### config.mk
export PLATFORM = sky130hd
export DESIGN_NAME = callsign_to_link_address
export DESIGN_NICKNAME = d
export VERILOG_FILES = /design/src/rtl/ctla_pkg.sv /design/src/rtl/ctla_front.sv /design/src/rtl/ctla_queue.sv /design/src/rtl/ctla_back.sv /design/src/rtl/callsign_to_link_address.sv
export SDC_FILE = /design/constraint.sdc
export NUM_CORES = 1
export LEC_CHECK = 0
export BUFFER_PORTS_ARGS = -buffer_cell sky130_fd_sc_hd__buf_2
export CAP_MARGIN = 20
export CORE_UTILIZATION = 53
export CTS_BUF_LIST = sky130_fd_sc_hd__clkbuf_16
export DETAILED_ROUTE_END_ITERATION = 6
export GPL_TIMING_DRIVEN = 0
export PLACE_DENSITY = 0.82
export SLEW_MARGIN = 20
export SYNTH_ARGS = -nofsm -noshare
export SYNTH_HDL_FRONTEND = slang
export SYNTH_SLANG_ARGS = --single-unit
export TNS_END_PERCENT = 10
### constraint.sdc
create_clock -name clock -period 3.6 [get_ports clock]
set_input_delay 0.18 -clock clock [delete_from_list [all_inputs] [get_ports clock]]
set_output_delay 0.18 -clock clock [all_outputs]
set_load 0.03 [all_outputs]
### src/rtl/ctla_pkg.sv
// Shared types and constants for the callsign to link-address encoder.
package ctla_pkg;

   // Callsign geometry and fixed byte values
   localparam int unsigned CALL_CHARS = 6;
   localparam int unsigned COUNT_W = $clog2(CALL_CHARS + 1);
   localparam int unsigned CALL_W = 8 * CALL_CHARS;
   localparam logic [7:0] PAD_BYTE = 8'h40;
   localparam logic [7:0] STATION_BASE = 8'h60;
   localparam logic [4:0] STATION_MAX = 5'd15;
   localparam logic [4:0] ACCUM_SAT = 5'd16;
   localparam int unsigned QUEUE_DEPTH_DEF = 4;

   // Character codes
   localparam logic [7:0] CH_NUL = 8'h00;
   localparam logic [7:0] CH_DASH = 8'h2D;
   localparam logic [7:0] CH_PLUS = 8'h2B;
   localparam logic [7:0] CH_SPACE = 8'h20;
   localparam logic [7:0] CH_TAB = 8'h09;
   localparam logic [7:0] CH_CR = 8'h0D;
   localparam logic [7:0] CH_ZERO = 8'h30;
   localparam logic [7:0] CH_NINE = 8'h39;
   localparam logic [7:0] CH_LOWER_A = 8'h61;
   localparam logic [7:0] CH_LOWER_Z = 8'h7A;
   localparam logic [7:0] CASE_OFFSET = 8'h20;

   typedef struct packed {
      logic [7:0] char_code;
      logic       is_last;
   } req_type;

   typedef struct packed {
      logic [CALL_W-1:0] callsign_bytes;
      logic [7:0]        station_byte;
      logic              bad_text;
   } rsp_type;

   typedef enum logic [2:0] {
      KIND_NUL,
      KIND_DASH,
      KIND_PLUS,
      KIND_WHITE,
      KIND_DIGIT,
      KIND_OTHER
   } kind_type;

   // Classified item passed from front to back
   typedef struct packed {
      kind_type   kind;
      logic [7:0] call_byte;
      logic [3:0] digit;
      logic       is_last;
   } class_type;

   typedef enum logic [1:0] {
      PH_CALL,
      PH_SPACE,
      PH_DIGITS,
      PH_DONE
   } phase_type;

endpackage

### src/rtl/ctla_front.sv
// Front end: accepts text items and classifies each character.
module ctla_front (
   input  ctla_pkg::req_type   req_item,
   input  logic                push,
   input  logic                queue_full,
   output logic                full,
   output logic                queue_push,
   output ctla_pkg::class_type queue_item
);
   import ctla_pkg::*;

   logic [7:0] upper_code;

   // Accept whenever the queue has room
   assign full = queue_full;
   assign queue_push = push && !queue_full;

   // Fold a..z to upper case
   assign upper_code = (req_item.char_code inside {[CH_LOWER_A:CH_LOWER_Z]}) ?
                       req_item.char_code - CASE_OFFSET : req_item.char_code;

   // Classify the character
   always_comb begin
      queue_item.call_byte = {upper_code[6:0], 1'b0};
      queue_item.digit = req_item.char_code[3:0];
      queue_item.is_last = req_item.is_last;
      if (req_item.char_code == CH_NUL) begin
         queue_item.kind = KIND_NUL;
      end else if (req_item.char_code == CH_DASH) begin
         queue_item.kind = KIND_DASH;
      end else if (req_item.char_code == CH_PLUS) begin
         queue_item.kind = KIND_PLUS;
      end else if (req_item.char_code == CH_SPACE ||
                   req_item.char_code inside {[CH_TAB:CH_CR]}) begin
         queue_item.kind = KIND_WHITE;
      end else if (req_item.char_code inside {[CH_ZERO:CH_NINE]}) begin
         queue_item.kind = KIND_DIGIT;
      end else begin
         queue_item.kind = KIND_OTHER;
      end
   end

endmodule

### src/rtl/ctla_queue.sv
// Short item queue between the classifier and the parser.
module ctla_queue #(
   parameter int unsigned DEPTH = ctla_pkg::QUEUE_DEPTH_DEF
) (
   input  logic                clock,
   input  logic                reset,
   input  logic                push,
   input  ctla_pkg::class_type push_item,
   output logic                full,
   input  logic                pop,
   output logic                valid,
   output ctla_pkg::class_type head_item
);
   import ctla_pkg::*;

   localparam int unsigned PTR_W = (DEPTH > 1) ? $clog2(DEPTH) : 1;
   localparam int unsigned CNT_W = $clog2(DEPTH + 1);
   localparam logic [PTR_W-1:0] LAST_PTR = PTR_W'(DEPTH - 1);
   localparam logic [CNT_W-1:0] FULL_COUNT = CNT_W'(DEPTH);

   class_type        entries_ff [DEPTH];
   logic [PTR_W-1:0] wr_ptr_ff, wr_ptr_in;
   logic [PTR_W-1:0] rd_ptr_ff, rd_ptr_in;
   logic [CNT_W-1:0] count_ff, count_in;

   assign full = (count_ff == FULL_COUNT);
   assign valid = (count_ff != '0);
   assign head_item = entries_ff[rd_ptr_ff];

   // Advance pointers and occupancy
   always_comb begin
      wr_ptr_in = wr_ptr_ff;
      rd_ptr_in = rd_ptr_ff;
      count_in = count_ff;
      if (push) begin
         wr_ptr_in = (wr_ptr_ff == LAST_PTR) ? '0 : wr_ptr_ff + 1'b1;
      end
      if (pop) begin
         rd_ptr_in = (rd_ptr_ff == LAST_PTR) ? '0 : rd_ptr_ff + 1'b1;
      end
      if (push && !pop) begin
         count_in = count_ff + 1'b1;
      end else if (pop && !push) begin
         count_in = count_ff - 1'b1;
      end
   end

   always_ff @(posedge clock) begin
      if (reset) begin
         wr_ptr_ff <= '0;
         rd_ptr_ff <= '0;
         count_ff <= '0;
      end else begin
         wr_ptr_ff <= wr_ptr_in;
         rd_ptr_ff <= rd_ptr_in;
         count_ff <= count_in;
      end
   end

   // Store pushed items
   always_ff @(posedge clock) begin
      if (push) begin
         entries_ff[wr_ptr_ff] <= push_item;
      end
   end

   a_count_bound : assert property (@(posedge clock) disable iff (reset)
      count_ff <= FULL_COUNT)
      else $error("queue occupancy above depth");

   a_no_pop_empty : assert property (@(posedge clock) disable iff (reset)
      pop |-> valid)
      else $error("pop from empty queue");

   a_no_push_full : assert property (@(posedge clock) disable iff (reset)
      push |-> (!full || pop))
      else $error("push into full queue");

endmodule

### src/rtl/ctla_back.sv
// Back end: parses classified items and holds the result register.
module ctla_back (
   input  logic                clock,
   input  logic                reset,
   input  logic                item_valid,
   input  ctla_pkg::class_type item,
   output logic                item_take,
   output logic                empty,
   input  logic                pop,
   output ctla_pkg::rsp_type   rsp_item
);
   import ctla_pkg::*;

   logic [7:0]         call_ff [CALL_CHARS];
   logic [7:0]         call_in [CALL_CHARS];
   logic [7:0]         call_upd [CALL_CHARS];
   logic [COUNT_W-1:0] count_ff, count_in, count_upd;
   phase_type          phase_ff, phase_in, phase_upd;
   logic [4:0]         accum_ff, accum_in, accum_upd;
   logic               minus_ff, minus_in, minus_upd;
   logic               ended_ff, ended_in, ended_upd;
   logic               over_ff, over_in, over_upd;
   logic [7:0]         digit_sum;
   logic [4:0]         accum_next;
   logic               is_digit;
   logic               bad;
   rsp_type            result;
   rsp_type            rsp_ff, rsp_in;
   logic               rsp_valid_ff, rsp_valid_in;

   // Take an item unless it must emit while the result register is occupied and not popped
   assign item_take = item_valid && (!item.is_last || !rsp_valid_ff || pop);
   assign empty = !rsp_valid_ff;
   assign rsp_item = rsp_ff;
   assign is_digit = (item.kind == KIND_DIGIT);

   // Accumulate one decimal digit, saturating just above the station limit
   assign digit_sum = {accum_ff, 3'b000} + {2'b00, accum_ff, 1'b0} + {4'b0000, item.digit};
   assign accum_next = (digit_sum > {3'b000, ACCUM_SAT}) ? ACCUM_SAT : digit_sum[4:0];

   // Next parse phase
   always_comb begin
      phase_upd = phase_ff;
      if (!ended_ff && item.kind != KIND_NUL) begin
         case (phase_ff)
            PH_CALL: begin
               if (item.kind == KIND_DASH) begin
                  phase_upd = PH_SPACE;
               end
            end
            PH_SPACE: begin
               if (item.kind inside {KIND_PLUS, KIND_DASH, KIND_DIGIT}) begin
                  phase_upd = PH_DIGITS;
               end else if (item.kind != KIND_WHITE) begin
                  phase_upd = PH_DONE;
               end
            end
            PH_DIGITS: begin
               if (!is_digit) begin
                  phase_upd = PH_DONE;
               end
            end
            default: begin
               phase_upd = phase_ff;
            end
         endcase
      end
   end

   // Update callsign, count, number and flags for the current item
   always_comb begin
      call_upd = call_ff;
      count_upd = count_ff;
      accum_upd = accum_ff;
      minus_upd = minus_ff;
      ended_upd = ended_ff;
      over_upd = over_ff;
      if (!ended_ff) begin
         if (item.kind == KIND_NUL) begin
            ended_upd = 1'b1;
            if (phase_ff == PH_CALL && count_ff == '0 && !over_ff) begin
               over_upd = 1'b1;
            end
         end else begin
            case (phase_ff)
               PH_CALL: begin
                  if (item.kind != KIND_DASH) begin
                     if (count_ff < COUNT_W'(CALL_CHARS)) begin
                        for (int i = 0; i < CALL_CHARS; i++) begin
                           if (count_ff == COUNT_W'(i)) begin
                              call_upd[i] = item.call_byte;
                           end
                        end
                        count_upd = count_ff + 1'b1;
                     end else begin
                        over_upd = 1'b1;
                     end
                  end
               end
               PH_SPACE: begin
                  if (item.kind == KIND_DASH) begin
                     minus_upd = 1'b1;
                  end else if (is_digit) begin
                     accum_upd = accum_next;
                  end
               end
               PH_DIGITS: begin
                  if (is_digit) begin
                     accum_upd = accum_next;
                  end
               end
               default: begin
                  accum_upd = accum_ff;
               end
            endcase
         end
      end
   end

   // Form the result from the updated state
   always_comb begin
      bad = over_upd || (accum_upd > STATION_MAX) || (minus_upd && accum_upd != '0) ||
            (!ended_upd && phase_upd == PH_CALL && count_upd == '0);
      result = '0;
      result.bad_text = bad;
      if (!bad) begin
         for (int i = 0; i < CALL_CHARS; i++) begin
            result.callsign_bytes[(CALL_CHARS - 1 - i) * 8 +: 8] = call_upd[i];
         end
         result.station_byte = STATION_BASE | {3'b000, accum_upd[3:0], 1'b0};
      end
   end

   // Commit the item; a last item restarts the parser
   always_comb begin
      call_in = call_ff;
      count_in = count_ff;
      phase_in = phase_ff;
      accum_in = accum_ff;
      minus_in = minus_ff;
      ended_in = ended_ff;
      over_in = over_ff;
      if (item_take) begin
         if (item.is_last) begin
            for (int i = 0; i < CALL_CHARS; i++) begin
               call_in[i] = PAD_BYTE;
            end
            count_in = '0;
            phase_in = PH_CALL;
            accum_in = '0;
            minus_in = 1'b0;
            ended_in = 1'b0;
            over_in = 1'b0;
         end else begin
            call_in = call_upd;
            count_in = count_upd;
            phase_in = phase_upd;
            accum_in = accum_upd;
            minus_in = minus_upd;
            ended_in = ended_upd;
            over_in = over_upd;
         end
      end
   end

   // Load the result register or drain it
   always_comb begin
      rsp_in = rsp_ff;
      rsp_valid_in = rsp_valid_ff;
      if (item_take && item.is_last) begin
         rsp_in = result;
         rsp_valid_in = 1'b1;
      end else if (pop && rsp_valid_ff) begin
         rsp_valid_in = 1'b0;
      end
   end

   always_ff @(posedge clock) begin
      if (reset) begin
         for (int i = 0; i < CALL_CHARS; i++) begin
            call_ff[i] <= PAD_BYTE;
         end
         count_ff <= '0;
         phase_ff <= PH_CALL;
         accum_ff <= '0;
         minus_ff <= 1'b0;
         ended_ff <= 1'b0;
         over_ff <= 1'b0;
         rsp_valid_ff <= 1'b0;
      end else begin
         call_ff <= call_in;
         count_ff <= count_in;
         phase_ff <= phase_in;
         accum_ff <= accum_in;
         minus_ff <= minus_in;
         ended_ff <= ended_in;
         over_ff <= over_in;
         rsp_valid_ff <= rsp_valid_in;
      end
   end

   always_ff @(posedge clock) begin
      rsp_ff <= rsp_in;
   end

   a_restart : assert property (@(posedge clock) disable iff (reset)
      (item_take && item.is_last) |=>
      (count_ff == '0 && phase_ff == PH_CALL && !ended_ff && !over_ff && accum_ff == '0))
      else $error("parser not restarted after last item");

   a_count_bound : assert property (@(posedge clock) disable iff (reset)
      count_ff <= COUNT_W'(CALL_CHARS))
      else $error("callsign count above limit");

   a_bad_zero : assert property (@(posedge clock) disable iff (reset)
      (rsp_valid_ff && rsp_ff.bad_text) |->
      (rsp_ff.callsign_bytes == '0 && rsp_ff.station_byte == '0))
      else $error("error result carries payload");

   a_good_station : assert property (@(posedge clock) disable iff (reset)
      (rsp_valid_ff && !rsp_ff.bad_text) |-> (rsp_ff.station_byte[7:5] == 3'b011 &&
      !rsp_ff.station_byte[0]))
      else $error("station byte malformed");

   a_accum_bound : assert property (@(posedge clock) disable iff (reset)
      accum_ff <= ACCUM_SAT)
      else $error("station number above saturation");

endmodule

### src/rtl/callsign_to_link_address.sv
// Top level of the callsign to link-address encoder.
//
// Input channel: one text character per item on req_item (char_code, is_last),
// written with push while full is low. A NUL ends the text; the item with
// is_last set closes it and produces exactly one result.
// Result channel: while empty is low, rsp_item holds the six shifted callsign
// bytes, the station byte 0x60 | (number << 1) and bad_text; pop takes it.
// Items that are not last produce no result.
// A closing item passes through the queue entry and then the result register
// before it shows on rsp_item. Throughput: one item per cycle, set by the
// parser update in the back end, while no closing item waits for the result
// register. A small queue (QUEUE_DEPTH items) decouples the classifier from
// the parser, and one result register decouples the parser from the reader.
// Reset (synchronous) empties the queue and the result register and returns
// the parser to the start of a callsign. When the reader stalls, a closing
// item waits in the parser while non-closing items keep being absorbed; once
// the queue fills, full rises and stays high until a result is popped.
module callsign_to_link_address #(
   parameter int unsigned QUEUE_DEPTH = ctla_pkg::QUEUE_DEPTH_DEF
) (
   input  logic              clock,
   input  logic              reset,
   input  logic              push,
   output logic              full,
   input  ctla_pkg::req_type req_item,
   output logic              empty,
   input  logic              pop,
   output ctla_pkg::rsp_type rsp_item
);
   import ctla_pkg::*;

   logic      queue_push;
   logic      queue_full;
   logic      queue_valid;
   logic      queue_pop;
   class_type front_item;
   class_type head_item;

   // Classify incoming characters
   ctla_front u_front (
      .req_item   (req_item),
      .push       (push),
      .queue_full (queue_full),
      .full       (full),
      .queue_push (queue_push),
      .queue_item (front_item)
   );

   // Buffer classified items
   ctla_queue #(
      .DEPTH (QUEUE_DEPTH)
   ) u_queue (
      .clock     (clock),
      .reset     (reset),
      .push      (queue_push),
      .push_item (front_item),
      .full      (queue_full),
      .pop       (queue_pop),
      .valid     (queue_valid),
      .head_item (head_item)
   );

   // Parse and emit results
   ctla_back u_back (
      .clock      (clock),
      .reset      (reset),
      .item_valid (queue_valid),
      .item       (head_item),
      .item_take  (queue_pop),
      .empty      (empty),
      .pop        (pop),
      .rsp_item   (rsp_item)
   );

endmodule
Yosys cells after proc, flatten, opt, wreduce, memory -nomap -nowiden:

Memories as Yosys holds them, arrays and structs flattened. A register that Yosys moved wholly into a read port is not among the register bits.
Cells that the tools add are included.

* register bits: 126
* latch bits: 0
* bits in writable memories: 60
* memory bits (read-only): 0
* bits of input ports: 13
* output and inout bits: 59
* word-level logic and storage cells: 161
* memories: 1

Memory list
* u_queue.entries_ff: depth 4, bits a word 15, read ports 1, clocked after Yosys merged registers in 1, wr ports 1, RTL line ctla_queue.sv:21 `class_type entries_ff [DEPTH];`

* add/subtract/negate cells: 8
* multipliers: 0
* divide/modulo/power cells: 0
* order comparisons: 9
* eq/ne operators: 18
* shift operators: 0
* muxes and demuxes: 64
* bitwise operators: 0
* reduce and logical (&&, ||, !) cells: 41

Operators with widths (number)
* 48-bit 2-to-1 mux: 6
* 8-bit 2-to-1 mux: 6
* 3-bit 2-to-1 mux: 12
* 5-bit 2-to-1 mux: 6
* 8-bit by 6-bit == test with 1-bit output, second input constant: 3
* 1-bit 2-to-1 mux: 20
* 2-bit 2-to-1 mux: 10
* 1-bit logical AND: 15
* 7-bit 2-to-1 mux: 2
* 3-bit == test, second input constant: 4
* 5-bit case mux with 2 select lines: 1
* 3-bit by 2-bit == test with 1-bit output, second input constant: 3
* 3-bit logical NOT: 3
* 3-bit nonzero test: 3
* 8-bit by 4-bit adder with 8-bit output: 1
* 8-bit by 6-bit adder with 8-bit output: 1
* 8-bit by 4-bit greater-or-equal comparator with 1-bit output, second input constant: 1
* 8-bit by 6-bit greater-or-equal comparator with 1-bit output, second input constant: 1
* 8-bit by 7-bit greater-or-equal comparator with 1-bit output, second input constant: 1
* 8-bit by 5-bit greater-than comparator with 1-bit output, second input constant: 1
* 8-bit by 4-bit less-or-equal comparator with 1-bit output, second input constant: 1
* 8-bit by 6-bit less-or-equal comparator with 1-bit output, second input constant: 1
* 8-bit by 7-bit less-or-equal comparator with 1-bit output, second input constant: 1
* 1-bit logical NOT: 8
* other kinds (17): 29

Logic depth before layout (Yosys ltp):

Gate-level depths: netlist of the first run.

* depth after elaboration: 14
* depth in mapped cells: 13
* depth with buffers taken out: 11

Cells and area by module:

A second synthesis of the first run with hierarchy kept.

* cells, all modules: 705
* area, all modules: 8780.9 um^2

By module, submodules not included
* ctla_back: times used 1, cells an instance 533, area each 5676.7 um^2
* ctla_queue: times used 1, cells an instance 128, area each 2787.7 um^2
* ctla_front: times used 1, cells an instance 44, area each 316.6 um^2

Least setup slack after synthesis of the first run:

No wires, ideal clock.

* path type: flip-flop to flip-flop
* start: register (tool-made name)
* end: register u_back.rsp_ff (netlist bit u_back.rsp_item[36]) (data pin)
* setup time: 0.255 ns
* arrival time: 3.724 ns
* path slack: -0.379 ns
* cell stages (with the launch flop): 13
* path through: dfxtp_1 -> buf_6 -> mux4_2 -> fa_1 -> ha_1 -> a21oi_1 -> nor2_1 -> or4_1 -> a2111oi_2 -> nand2_1 -> o2111ai_4 -> buf_6 -> a21oi_2

RTL lines
* to (signal assigned): RTL line ctla_back.sv:203 `rsp_ff <= rsp_in;`
* to (decl): RTL line ctla_back.sv:28 `rsp_type rsp_ff, rsp_in;`

==> results.toml, run 1 <==
[status]
violations = "design-rule violations, negative setup slack"
status = "complete, but fails checks"

[power_and_ir_drop]
leakagePower_nw = 3.32
p_int_w = 0.00472
pwr_density_cell_nw_per_um2 = 893
power_frac_clock_pct = 21.6
p_sw_w = 0.00336
comb_power_share_pct = 44.8
p_total_w = 0.00808
pwr-share-seq_pct = 33.6
vdd_drop_max_v = 0.000452
swShare_pct = 41.6

[job]
drv_cap = 0

[layout]
drive_gt1_share_pct = 20.0
fin_nets = 842
stdcell_area_sq_um = 9040
num_antenna_cells = 0
syn_to_final_growth_pct = 18.1
final_cell_mix = "edfxtp_1 (98), nand2_1 (96), nor2_1 (77)"
final_common_cell = "edfxtp_1"

[route]
dr.pass1.iters = 7
drt_iter0_markers = 621
avgRoutedWirePerCell_um = 18.3
vias = 5848
viasPerCell = 5.88
drc = 2
postRouteWirelength_um = 18200
ant_nets = 0

[setup_path]
path_cells = "mux4_2 > ha_1 > ha_1 > inv_1 > fa_1 > o21ai_0 > nand3b_1 > a2111oi_4 > nand2_1 > o2111ai_4 > buf_12 > buf_6 > a21oi_1"
cpMostUsedCell = "ha_1"
reg2reg_to = "u_back.rsp_item[16]"
cp-start-kind = "flip-flop"
critPathKind = "reg -> reg"
critical_path.max_stage_delay_ns = 0.69
cp_max_fo = 10
critPathRequiredTime_ns = 3.77
endpoint_kind = "flip-flop"
cp.arrival_ns = 4.00
r2r_slack_ns = -0.23
cp_slowest_cell = "mux4_2"
r2r_cells = 13

[synthesis]
ys_ff_latch = 169
ys_types = 63
async_reset_ff_share_pct = 0
synth_edf_count = 98
synth_area_leaders = "edfxtp_1 (38%), dfxtp_1 (19%), nand2_1 (4.7%)"
synth_warnings = 0
yosys.area.top_type = "edfxtp_1"
ys.flop_type = "edfxtp_1"
avgSynthCellArea_sq_um = 10.9
synthCells = 702
yosysSeqAreaShare_pct = 57.0
syn_area_sq_um = 7650
synth_top_area_share_pct = 38.5

[clock_network]
h-tree-depth = 4
numClockSinks = 169
numCtsBuffers = 17
cts_buffer_depth = 2
clk_latency_ns = 0.43
cts_tree = "done"
clk_pin_slew_ns = 0.07
root_buffer = "clkbuf_16"

[timing]
slew_violations = 0
fin_crit_ns = 3.83
fin_worst_skew_ns = 0.0133
slew_headroom_pct = 34.7
setup_violations = 53
period_share_pct = 106
fmax_ghz = 0.261
worstMarginPinSlew_ns = 0.976
finalHoldViolations = 0
post-route-worst-setup-slack_ns = -0.231
whs_ns = 0.0359
rsz0062_at_grt = "yes"

[grt]
grt_pass1_wl_um = 27700
grt_pass1_vias = 5405
antenna_found_initial = 0
grt_max_degree = 39
globalRouteTotalUtil_pct = 25.1
overflow = 0

[die]
die_w_um = 122
fp.dieH_um = 122
io_pins = 72
core_sq_um = 14000
design.die.area_sq_um = 14900
rows = 43
initial_core_util_pct = 54.7

[min_path]
min_path_type = "in -> reg"
min_from = "pop"
min_to = "u_back.rsp_valid_ff"
holdPathStages = 3

[place]
dpl.hpwl_um = 11800
dp_slack_ns = -0.683
placed_cell_area_sq_um = 8270
gp_congestion = 0.965
io_buffer_count = 69
==> flip-flops by register name (all words and copies together) (netlist names), named ones only <==
name and count:
u_back.phase_ff 2, u_queue.count_ff 3, u_back.accum_ff 5, u_back.ended_ff 1, u_queue.rd_ptr_ff 2, u_back.rsp_valid_ff 1
u_back.call_ff 48, u_back.rsp_item 54, u_queue.entries_ff 44, u_back.over_ff 1, u_back.minus_ff 1, u_queue.wr_ptr_ff 2
u_back.count_ff 3
==> area by class of cell <==
cell class | count | area (sq um)
fill | 1081 | 4950
sequential | 169 | 4370
multi-input combinational | 470 | 3090
timing repair buffer | 80 | 475
clock buffer | 18 | 450
buffer | 44 | 246
tap | 180 | 225
clock inverter | 14 | 116
inverter | 19 | 71.3
==> synthesized netlist by cell type (3+ instances only) <==
cell and number:
clkbuf_1 31, nor3_1 11, nand2_1 96, o21a_1 7, nand2b_1 5, mux4_2 11
edfxtp_1 98, xor2_1 3, nor2_1 80, mux2i_1 11, a21oi_1 50, buf_6 7
inv_1 18, nor2b_1 6, o21ai_0 15, a21oi_2 10, a22oi_1 41, o21ai_1 6
fa_1 3, nand3_1 20, and2_1 13, buf_4 3, nor3b_1 4, a211oi_1 3
ha_1 25, dfxtp_1 71, a31oi_1 4, or3_1 4
==> cell families after synthesis <==
family	count (synthesis)	synth area share (%)
mux	22	4.68
fa+ha+maj	30	5.13
other cells	1	0.0490
xor+xnor	3	0.343
simple gates	257	15.1
flops	169	57.0
compound gates	156	13.7
buf+inv	64	4.01
==> per-layer routing <==
| layer | wire length, um | part of all wire, % | track usage (%) |
|---|---|---|---|
| met2 | 8770 | 48 | 39.5 |
| met4 | 523 | 2.9 | 11.7 |
| met3 | 1690 | 9.3 | 5.90 |
| met5 | 0 | 0 | 0 |
| met1 | 7210 | 40 | 32.8 |
==> power groups by stage <==
stage	registers (W)	clock network, W	logic, W
floorplan	0.00325	0	0.00178
global placement	0.00274	0	0.00318
detailed placement	0.00274	0	0.00327
CTS	0.00271	0.00176	0.00343
global route	0.00276	0.00183	0.00384
finish	0.00271	0.00174	0.00362
==> worst max path at each step <==
| stage | startpoint | endpoint | slack [ns] |
|---|---|---|---|
| final | flip-flop | u_back.rsp_item[16] | -0.23 |
| after global routing | flip-flop | u_back.rsp_item[56] | -0.34 |
| after CTS | flip-flop | u_back.rsp_item[21] | -0.33 |
| after detailed placement | flip-flop | u_back.rsp_item[23] | -0.68 |
| after global placement | flip-flop | u_back.rsp_item[23] | -0.65 |
| after floorplan | flip-flop | u_back.rsp_item[36] | -0.13 |
==> worst max-delay path: cells and delay by family (launching register included) <==
| kind | cells | cell delay, ns |
|---|---|---|
| flip-flops | 1 | 0.39 |
| adder cells (fa/ha/maj) | 3 | 0.97 |
| AND/OR/NAND/NOR | 2 | 0.33 |
| buffers and inverters | 3 | 0.41 |
| AO/OA/AOI/OAI | 4 | 0.78 |
| multiplexers | 1 | 0.69 |
==> through the flow <==
stage	TNS [ns]	cells	util, %
after floorplan	-5.66	703	-
after global placement	-29.72	952	59.0
after detailed placement	-31.84	953	59.1
after CTS	-15.68	993	64.0
after global routing	-15.51	994	64.6
final	-9.41	994	64.6
==> timing repair <==
action,4_1_cts,5_1_grt
hold endpoints to repair,8,0
setup endpoints to repair,58,60
hold buffers,2,0
pin swaps,4,9
cloned,0,1
gates resized for setup,6,20
setup buffers,6,1
Power figures use the tool's default switching activity.
==> run 2: changes to the inputs <==
--- a/config.mk
+++ b/config.mk
@@ -7,7 +7,9 @@
 export LEC_CHECK = 0
 export BUFFER_PORTS_ARGS = -buffer_cell sky130_fd_sc_hd__buf_2
 export CAP_MARGIN = 20
-export CORE_UTILIZATION = 53
+export CELL_PAD_IN_SITES_DETAIL_PLACEMENT = 0
+export CELL_PAD_IN_SITES_GLOBAL_PLACEMENT = 2
+export CORE_UTILIZATION = 35
 export CTS_BUF_LIST = sky130_fd_sc_hd__clkbuf_16
 export DETAILED_ROUTE_END_ITERATION = 6
 export GPL_TIMING_DRIVEN = 0
==> results.toml, run 2 (synthesized netlist as in run 1, its figures left out) <==
[timing]
period_share_pct = 108
final.setup.tns_ns = -11.86
worstMarginPinSlew_ns = 0.909
setup_violations = 54
fin_worst_skew_ns = 0.00925
finalHoldViolations = 0
rsz0062_at_grt = "yes"
fmax_ghz = 0.258
slew_headroom_pct = 39.2
post-route-worst-setup-slack_ns = -0.280
fin_crit_ns = 3.88
slew_violations = 0

[route]
postRouteWirelength_um = 19900
avgRoutedWirePerCell_um = 18.2
viasPerCell = 5.29
vias = 5803
drt_iter0_markers = 489
dr.pass1.iters = 6
drc = 0
ant_nets = 0

[power_and_ir_drop]
p_int_w = 0.00470
p_total_w = 0.00820
power_frac_clock_pct = 20.9
swShare_pct = 42.6
p_sw_w = 0.00349
comb_power_share_pct = 46.0
pwr-share-seq_pct = 33.1
vdd_drop_max_v = 0.000340
pwr_density_cell_nw_per_um2 = 893
leakagePower_nw = 3.33

[place]
gp_congestion = 0.807
placed_cell_area_sq_um = 8390
io_buffer_count = 69
dpl.hpwl_um = 13400

[grt]
grt_pass1_vias = 5639
antenna_found_initial = 0
globalRouteTotalUtil_pct = 18.6
grt_max_degree = 33
grt_pass1_wl_um = 30800
overflow = 0

[layout]
stdcell_area_sq_um = 9180
syn_to_final_growth_pct = 19.9
final_util_pct = 43.2
largest_register_ffs = 54
multi_input_area_sq_um = 3060
seqCellArea_sq_um = 4370
fillerInstances = 2059
final_cell_mix = "edfxtp_1 (98), nand2_1 (95), nor2_1 (78)"
fin_nets = 850
num_antenna_cells = 0
drive_gt1_share_pct = 21.7
final_common_cell = "edfxtp_1"

[die]
rows = 53
design.die.area_sq_um = 22500
initial_core_util_pct = 36.1
die_w_um = 150
core_sq_um = 21200
fp.dieH_um = 150
io_pins = 72

[min_path]
holdPathStages = 1
min_from = "req_item[3]"
min_path_type = "in -> reg"
min_to = "u_queue.entries_ff[2][7]"

[setup_path]
cp.arrival_ns = 4.11
r2r_slack_ns = -0.28
endpoint_kind = "flip-flop"
critPathKind = "reg -> reg"
cp_max_fo = 7
critPathRequiredTime_ns = 3.83
cp-start-kind = "flip-flop"
r2r_cells = 11
reg2reg_to = "u_back.rsp_item[25]"

[clock_network]
h-tree-depth = 4
clk_pin_slew_ns = 0.06
root_buffer = "clkbuf_16"
numCtsBuffers = 17
cts_tree = "done"
numClockSinks = 169
cts_buffer_depth = 2
clk_latency_ns = 0.43

[status]
violations = "negative setup slack"
status = "complete, but fails checks"

[job]
drv_cap = 0
[run 2: worst max path at each step]
| stage | to | slack, ns | depth (start not counted) |
|---|---|---|---|
| 3_5_place_dp | u_back.rsp_item[23] | -0.82 | 12 |
| 3_3_place_gp | u_back.rsp_item[23] | -0.85 | 12 |
| 2_1_floorplan | u_back.rsp_item[36] | -0.13 | 12 |
| 4_1_cts | u_back.rsp_item[19] | -0.31 | 13 |
| 5_1_grt | u_back.rsp_item[19] | -0.42 | 12 |
| 6_report | u_back.rsp_item[25] | -0.28 | 11 |
[run 2: layer usage]
layer  global-route usage [%]  part of all wire (%)  vias to the layer above
met5                        0                     0                        -
met4                     6.26                   1.9                        0
met3                     3.81                   5.4                       31
met2                     29.9                    47                      192
met1                     24.8                    46                     2840
li1                         -                     -                     2740
[run 2: layout make-up]
type	count	share of cell area [%]
flip-flops and latches	169	47.6
multi-input cells	470	33.4
repair buffers	88	5.82
clock buffers	17	4.64
well taps	275	3.75
plain buffers	44	2.69
clock inverters	15	1.36
inverters	19	0.791
[run 2: critical path, stage by stage, from the launching register on]
cell	delay (ns)
dfxtp_4	0.39
mux4_2	0.60
fa_1	0.49
ha_1	0.30
a21oi_2	0.20
nor2_2	0.07
or4_4	0.51
a211oi_2	0.24
o21a_1	0.18
o2111ai_4	0.20
buf_12	0.22
nor3b_1	0.27
[run 2: through the flow]
step / instances / hold WS, ns / worst slack, ns
after floorplan: 703 / 0.279 / -0.135
after global placement: 1047 / 0.400 / -0.850
after detailed placement: 1048 / 0.407 / -0.819
after CTS: 1094 / 0.000796 / -0.308
after global routing: 1097 / 0.0146 / -0.425
final: 1097 / 0.0168 / -0.280
[run 2: repair_timing]
action | CTS | global route
resized for setup | 13 | 13
cloned | 1 | 1
pin swaps | 6 | 2
hold endpoints to repair | 4 | 0
hold buffers | 1 | 0
setup buffers | 12 | 3
setup endpoints to repair | 59 | 59
[run 2: power groups by stage]
stage	combinational (W)	sequential [W]	clock (W)
2_1_floorplan	0.00178	0.00325	0
3_3_place_gp	0.00334	0.00274	0
3_5_place_dp	0.00341	0.00274	0
4_1_cts	0.00364	0.00271	0.00174
5_1_grt	0.00405	0.00275	0.00183
6_report	0.00377	0.00271	0.00172
==> run 3: changes to the inputs <==
--- a/config.mk
+++ b/config.mk
@@ -5,15 +5,14 @@
 export SDC_FILE = /design/constraint.sdc
 export NUM_CORES = 1
 export LEC_CHECK = 0
+export ABC_AREA = 1
 export BUFFER_PORTS_ARGS = -buffer_cell sky130_fd_sc_hd__buf_2
 export CAP_MARGIN = 20
-export CELL_PAD_IN_SITES_DETAIL_PLACEMENT = 0
-export CELL_PAD_IN_SITES_GLOBAL_PLACEMENT = 2
-export CORE_UTILIZATION = 35
+export CORE_UTILIZATION = 54
 export CTS_BUF_LIST = sky130_fd_sc_hd__clkbuf_16
 export DETAILED_ROUTE_END_ITERATION = 6
 export GPL_TIMING_DRIVEN = 0
-export PLACE_DENSITY = 0.82
+export PLACE_DENSITY = 0.83
 export SLEW_MARGIN = 20
 export SYNTH_ARGS = -nofsm -noshare
 export SYNTH_HDL_FRONTEND = slang
==> results.toml, run 3 <==
[synthesis]
synth_top_family_by_area = "simple AND/OR/NAND/NOR gates"
yosys.area.top_type = "edfxtp_1"
synth_compound_area_share_pct = 11.7
ys.flop_type = "edfxtp_1"
synth_xor_area_share_pct = 0.210
yosys.area_share.simple_pct = 23.8
post-synth-top-count-cell = "nand2_1"
async_reset_ff_share_pct = 0
synthTopCellsByCount = "nand2_1 (224), edfxtp_1 (98), inv_1 (96)"
synthAdderAreaFrac_pct = 4.46
syn_area_sq_um = 8360
yosysSeqAreaShare_pct = 52.2
synthCells = 895
synth_area_leaders = "edfxtp_1 (35%), dfxtp_1 (17%), nand2_1 (10%)"
synthMuxAreaShare_pct = 0
synth_edf_count = 98
synth_warnings = 0
avgSynthCellArea_sq_um = 9.34
ys_types = 50
ys_ff_latch = 169
synth_top_area_share_pct = 35.2

[die]
core_sq_um = 15100
design.die.area_sq_um = 16000
die_w_um = 126
rows = 45
fp.dieH_um = 126
initial_core_util_pct = 55.2
io_pins = 72

[route]
dr.pass1.iters = 5
ant_nets = 0
vias = 6739
avgRoutedWirePerCell_um = 16.5
wirelength_met1_um = 7830
viasPerCell = 5.55
wl_met3_um = 1580
dr_wl_met2_um = 9910
postRouteWirelength_um = 20000
topRoutingLayerUsed = "met4"
drc = 0
drt_iter0_markers = 761

[timing]
post-route-worst-setup-slack_ns = -0.187
fmax_ghz = 0.264
slew_headroom_pct = 31.3
fin_worst_skew_ns = 0.00841
worstMarginPinSlew_ns = 1.03
rsz0062_at_grt = "yes"
setup_violations = 54
finalHoldViolations = 0
slew_violations = 0
whs_ns = 0.0463
fin_crit_ns = 3.79
period_share_pct = 105

[setup_path]
critPathRequiredTime_ns = 3.78
critPathKind = "reg -> reg"
r2r_cells = 19
endpoint_kind = "flip-flop"
cp-start-kind = "flip-flop"
cp_max_fo = 6
cp.arrival_ns = 3.97

[clock_network]
root_buffer = "clkbuf_16"
numCtsBuffers = 17
cts_tree = "done"
clk_latency_ns = 0.43
numClockSinks = 169
clk_pin_slew_ns = 0.06
cts_buffer_depth = 2
h-tree-depth = 4

[grt]
globalRouteTotalUtil_pct = 25.4
antenna_found_initial = 0
grt_max_degree = 42
overflow = 0
grt_pass1_vias = 6326
grt_pass1_wl_um = 31100

[status]
violations = "negative setup slack"
status = "complete, but fails checks"

[layout]
final_cell_mix = "nand2_1 (218), edfxtp_1 (98), inv_1 (95)"
largest_register_ffs = 54
num_antenna_cells = 0
final_common_cell = "nand2_1"
layout.cells.non_filler = 1214
fin_nets = 1054
drive_gt1_share_pct = 25.7
syn_to_final_growth_pct = 21.5

[place]
dpl.hpwl_um = 12400
gp_congestion = 0.913
place_inst = 1153
io_buffer_count = 68

[job]
drv_cap = 0

[min_path]
holdPathStages = 1
min_path_type = "in -> reg"
==> run 3: per-layer routing <==
metal / up-vias / global-route usage, %
li1: 3212 / -
met1: 3146 / 30.0
met2: 329 / 43.6
met3: 52 / 6.45
met4: 0 / 11.3
met5: - / 0
==> run 3: cells by family after synthesis <==
kind of cell	after synthesis
AND/OR/NAND/NOR	387
flip-flops	169
AO/OA/AOI/OAI	165
buffers and inverters	143
adder cells (fa/ha/maj)	28
XOR/XNOR	2
other	1
==> run 3: repair_timing <==
item | in CTS | in global routing
gates cloned | 2 | 4
endpoints found under the setup margin | 59 | 55
hold endpoints to repair | 4 | 0
hold buffers | 1 | 0
buffers inserted | 17 | 10
pin swaps | 13 | 17
gates resized for setup | 32 | 26
==> run 3: cell type report <==
class	instances	area (sq um)
clock buffers	17	425
repair buffers	103	766
flip-flops and latches	169	4370
multi-input cells	584	3560
inverters	103	397
fillers	1044	4980
well taps	188	235
plain buffers	35	272
clock inverters	15	135
==> run 3: critical path: stages, from the launching register on <==
cell       delay (ns)
dfxtp_4          0.37
inv_4            0.04
buf_12           0.13
a21oi_4          0.14
a32oi_4          0.10
fa_1             0.56
inv_2            0.06
fa_2             0.39
nand3b_1         0.20
nand3_1          0.10
nand2_1          0.05
nand3b_1         0.26
nor2_2           0.18
nand3_1          0.10
nand3b_1         0.15
nand3_2          0.13
nor2_4           0.17
nand2_8          0.09
buf_12           0.16
clkbuf_16        0.16
==> run 3: per-stage QoR <==
stage          TNS (ns)  utilization, %  area [sq um]  worst slack, ns
2_1_floorplan         0               -          8390           0.0219
3_3_place_gp     -44.09            59.2          8960           -0.839
3_5_place_dp     -46.85            59.3          8980           -0.885
4_1_cts           -5.70            65.2          9880           -0.146
5_1_grt          -15.50            67.1         10200           -0.330
6_report          -6.82            67.1         10200           -0.187
==> run 3: path summary, 6_finish.rpt <==
path | from | to | slack (ns)
worst max register to register | flip-flop | u_back.rsp_item[0] | -0.19
worst min register to register | u_back.call_ff[8] | u_back.call_ff[8] | 0.46
worst min-delay path | req_item[3] | u_queue.entries_ff[2][7] | 0.05
worst max-delay path | flip-flop | u_back.rsp_item[0] | -0.19
Power of run 3 is not shown: default switching activity piles up to over one toggle a cycle in this logic, so the estimate is an artifact.
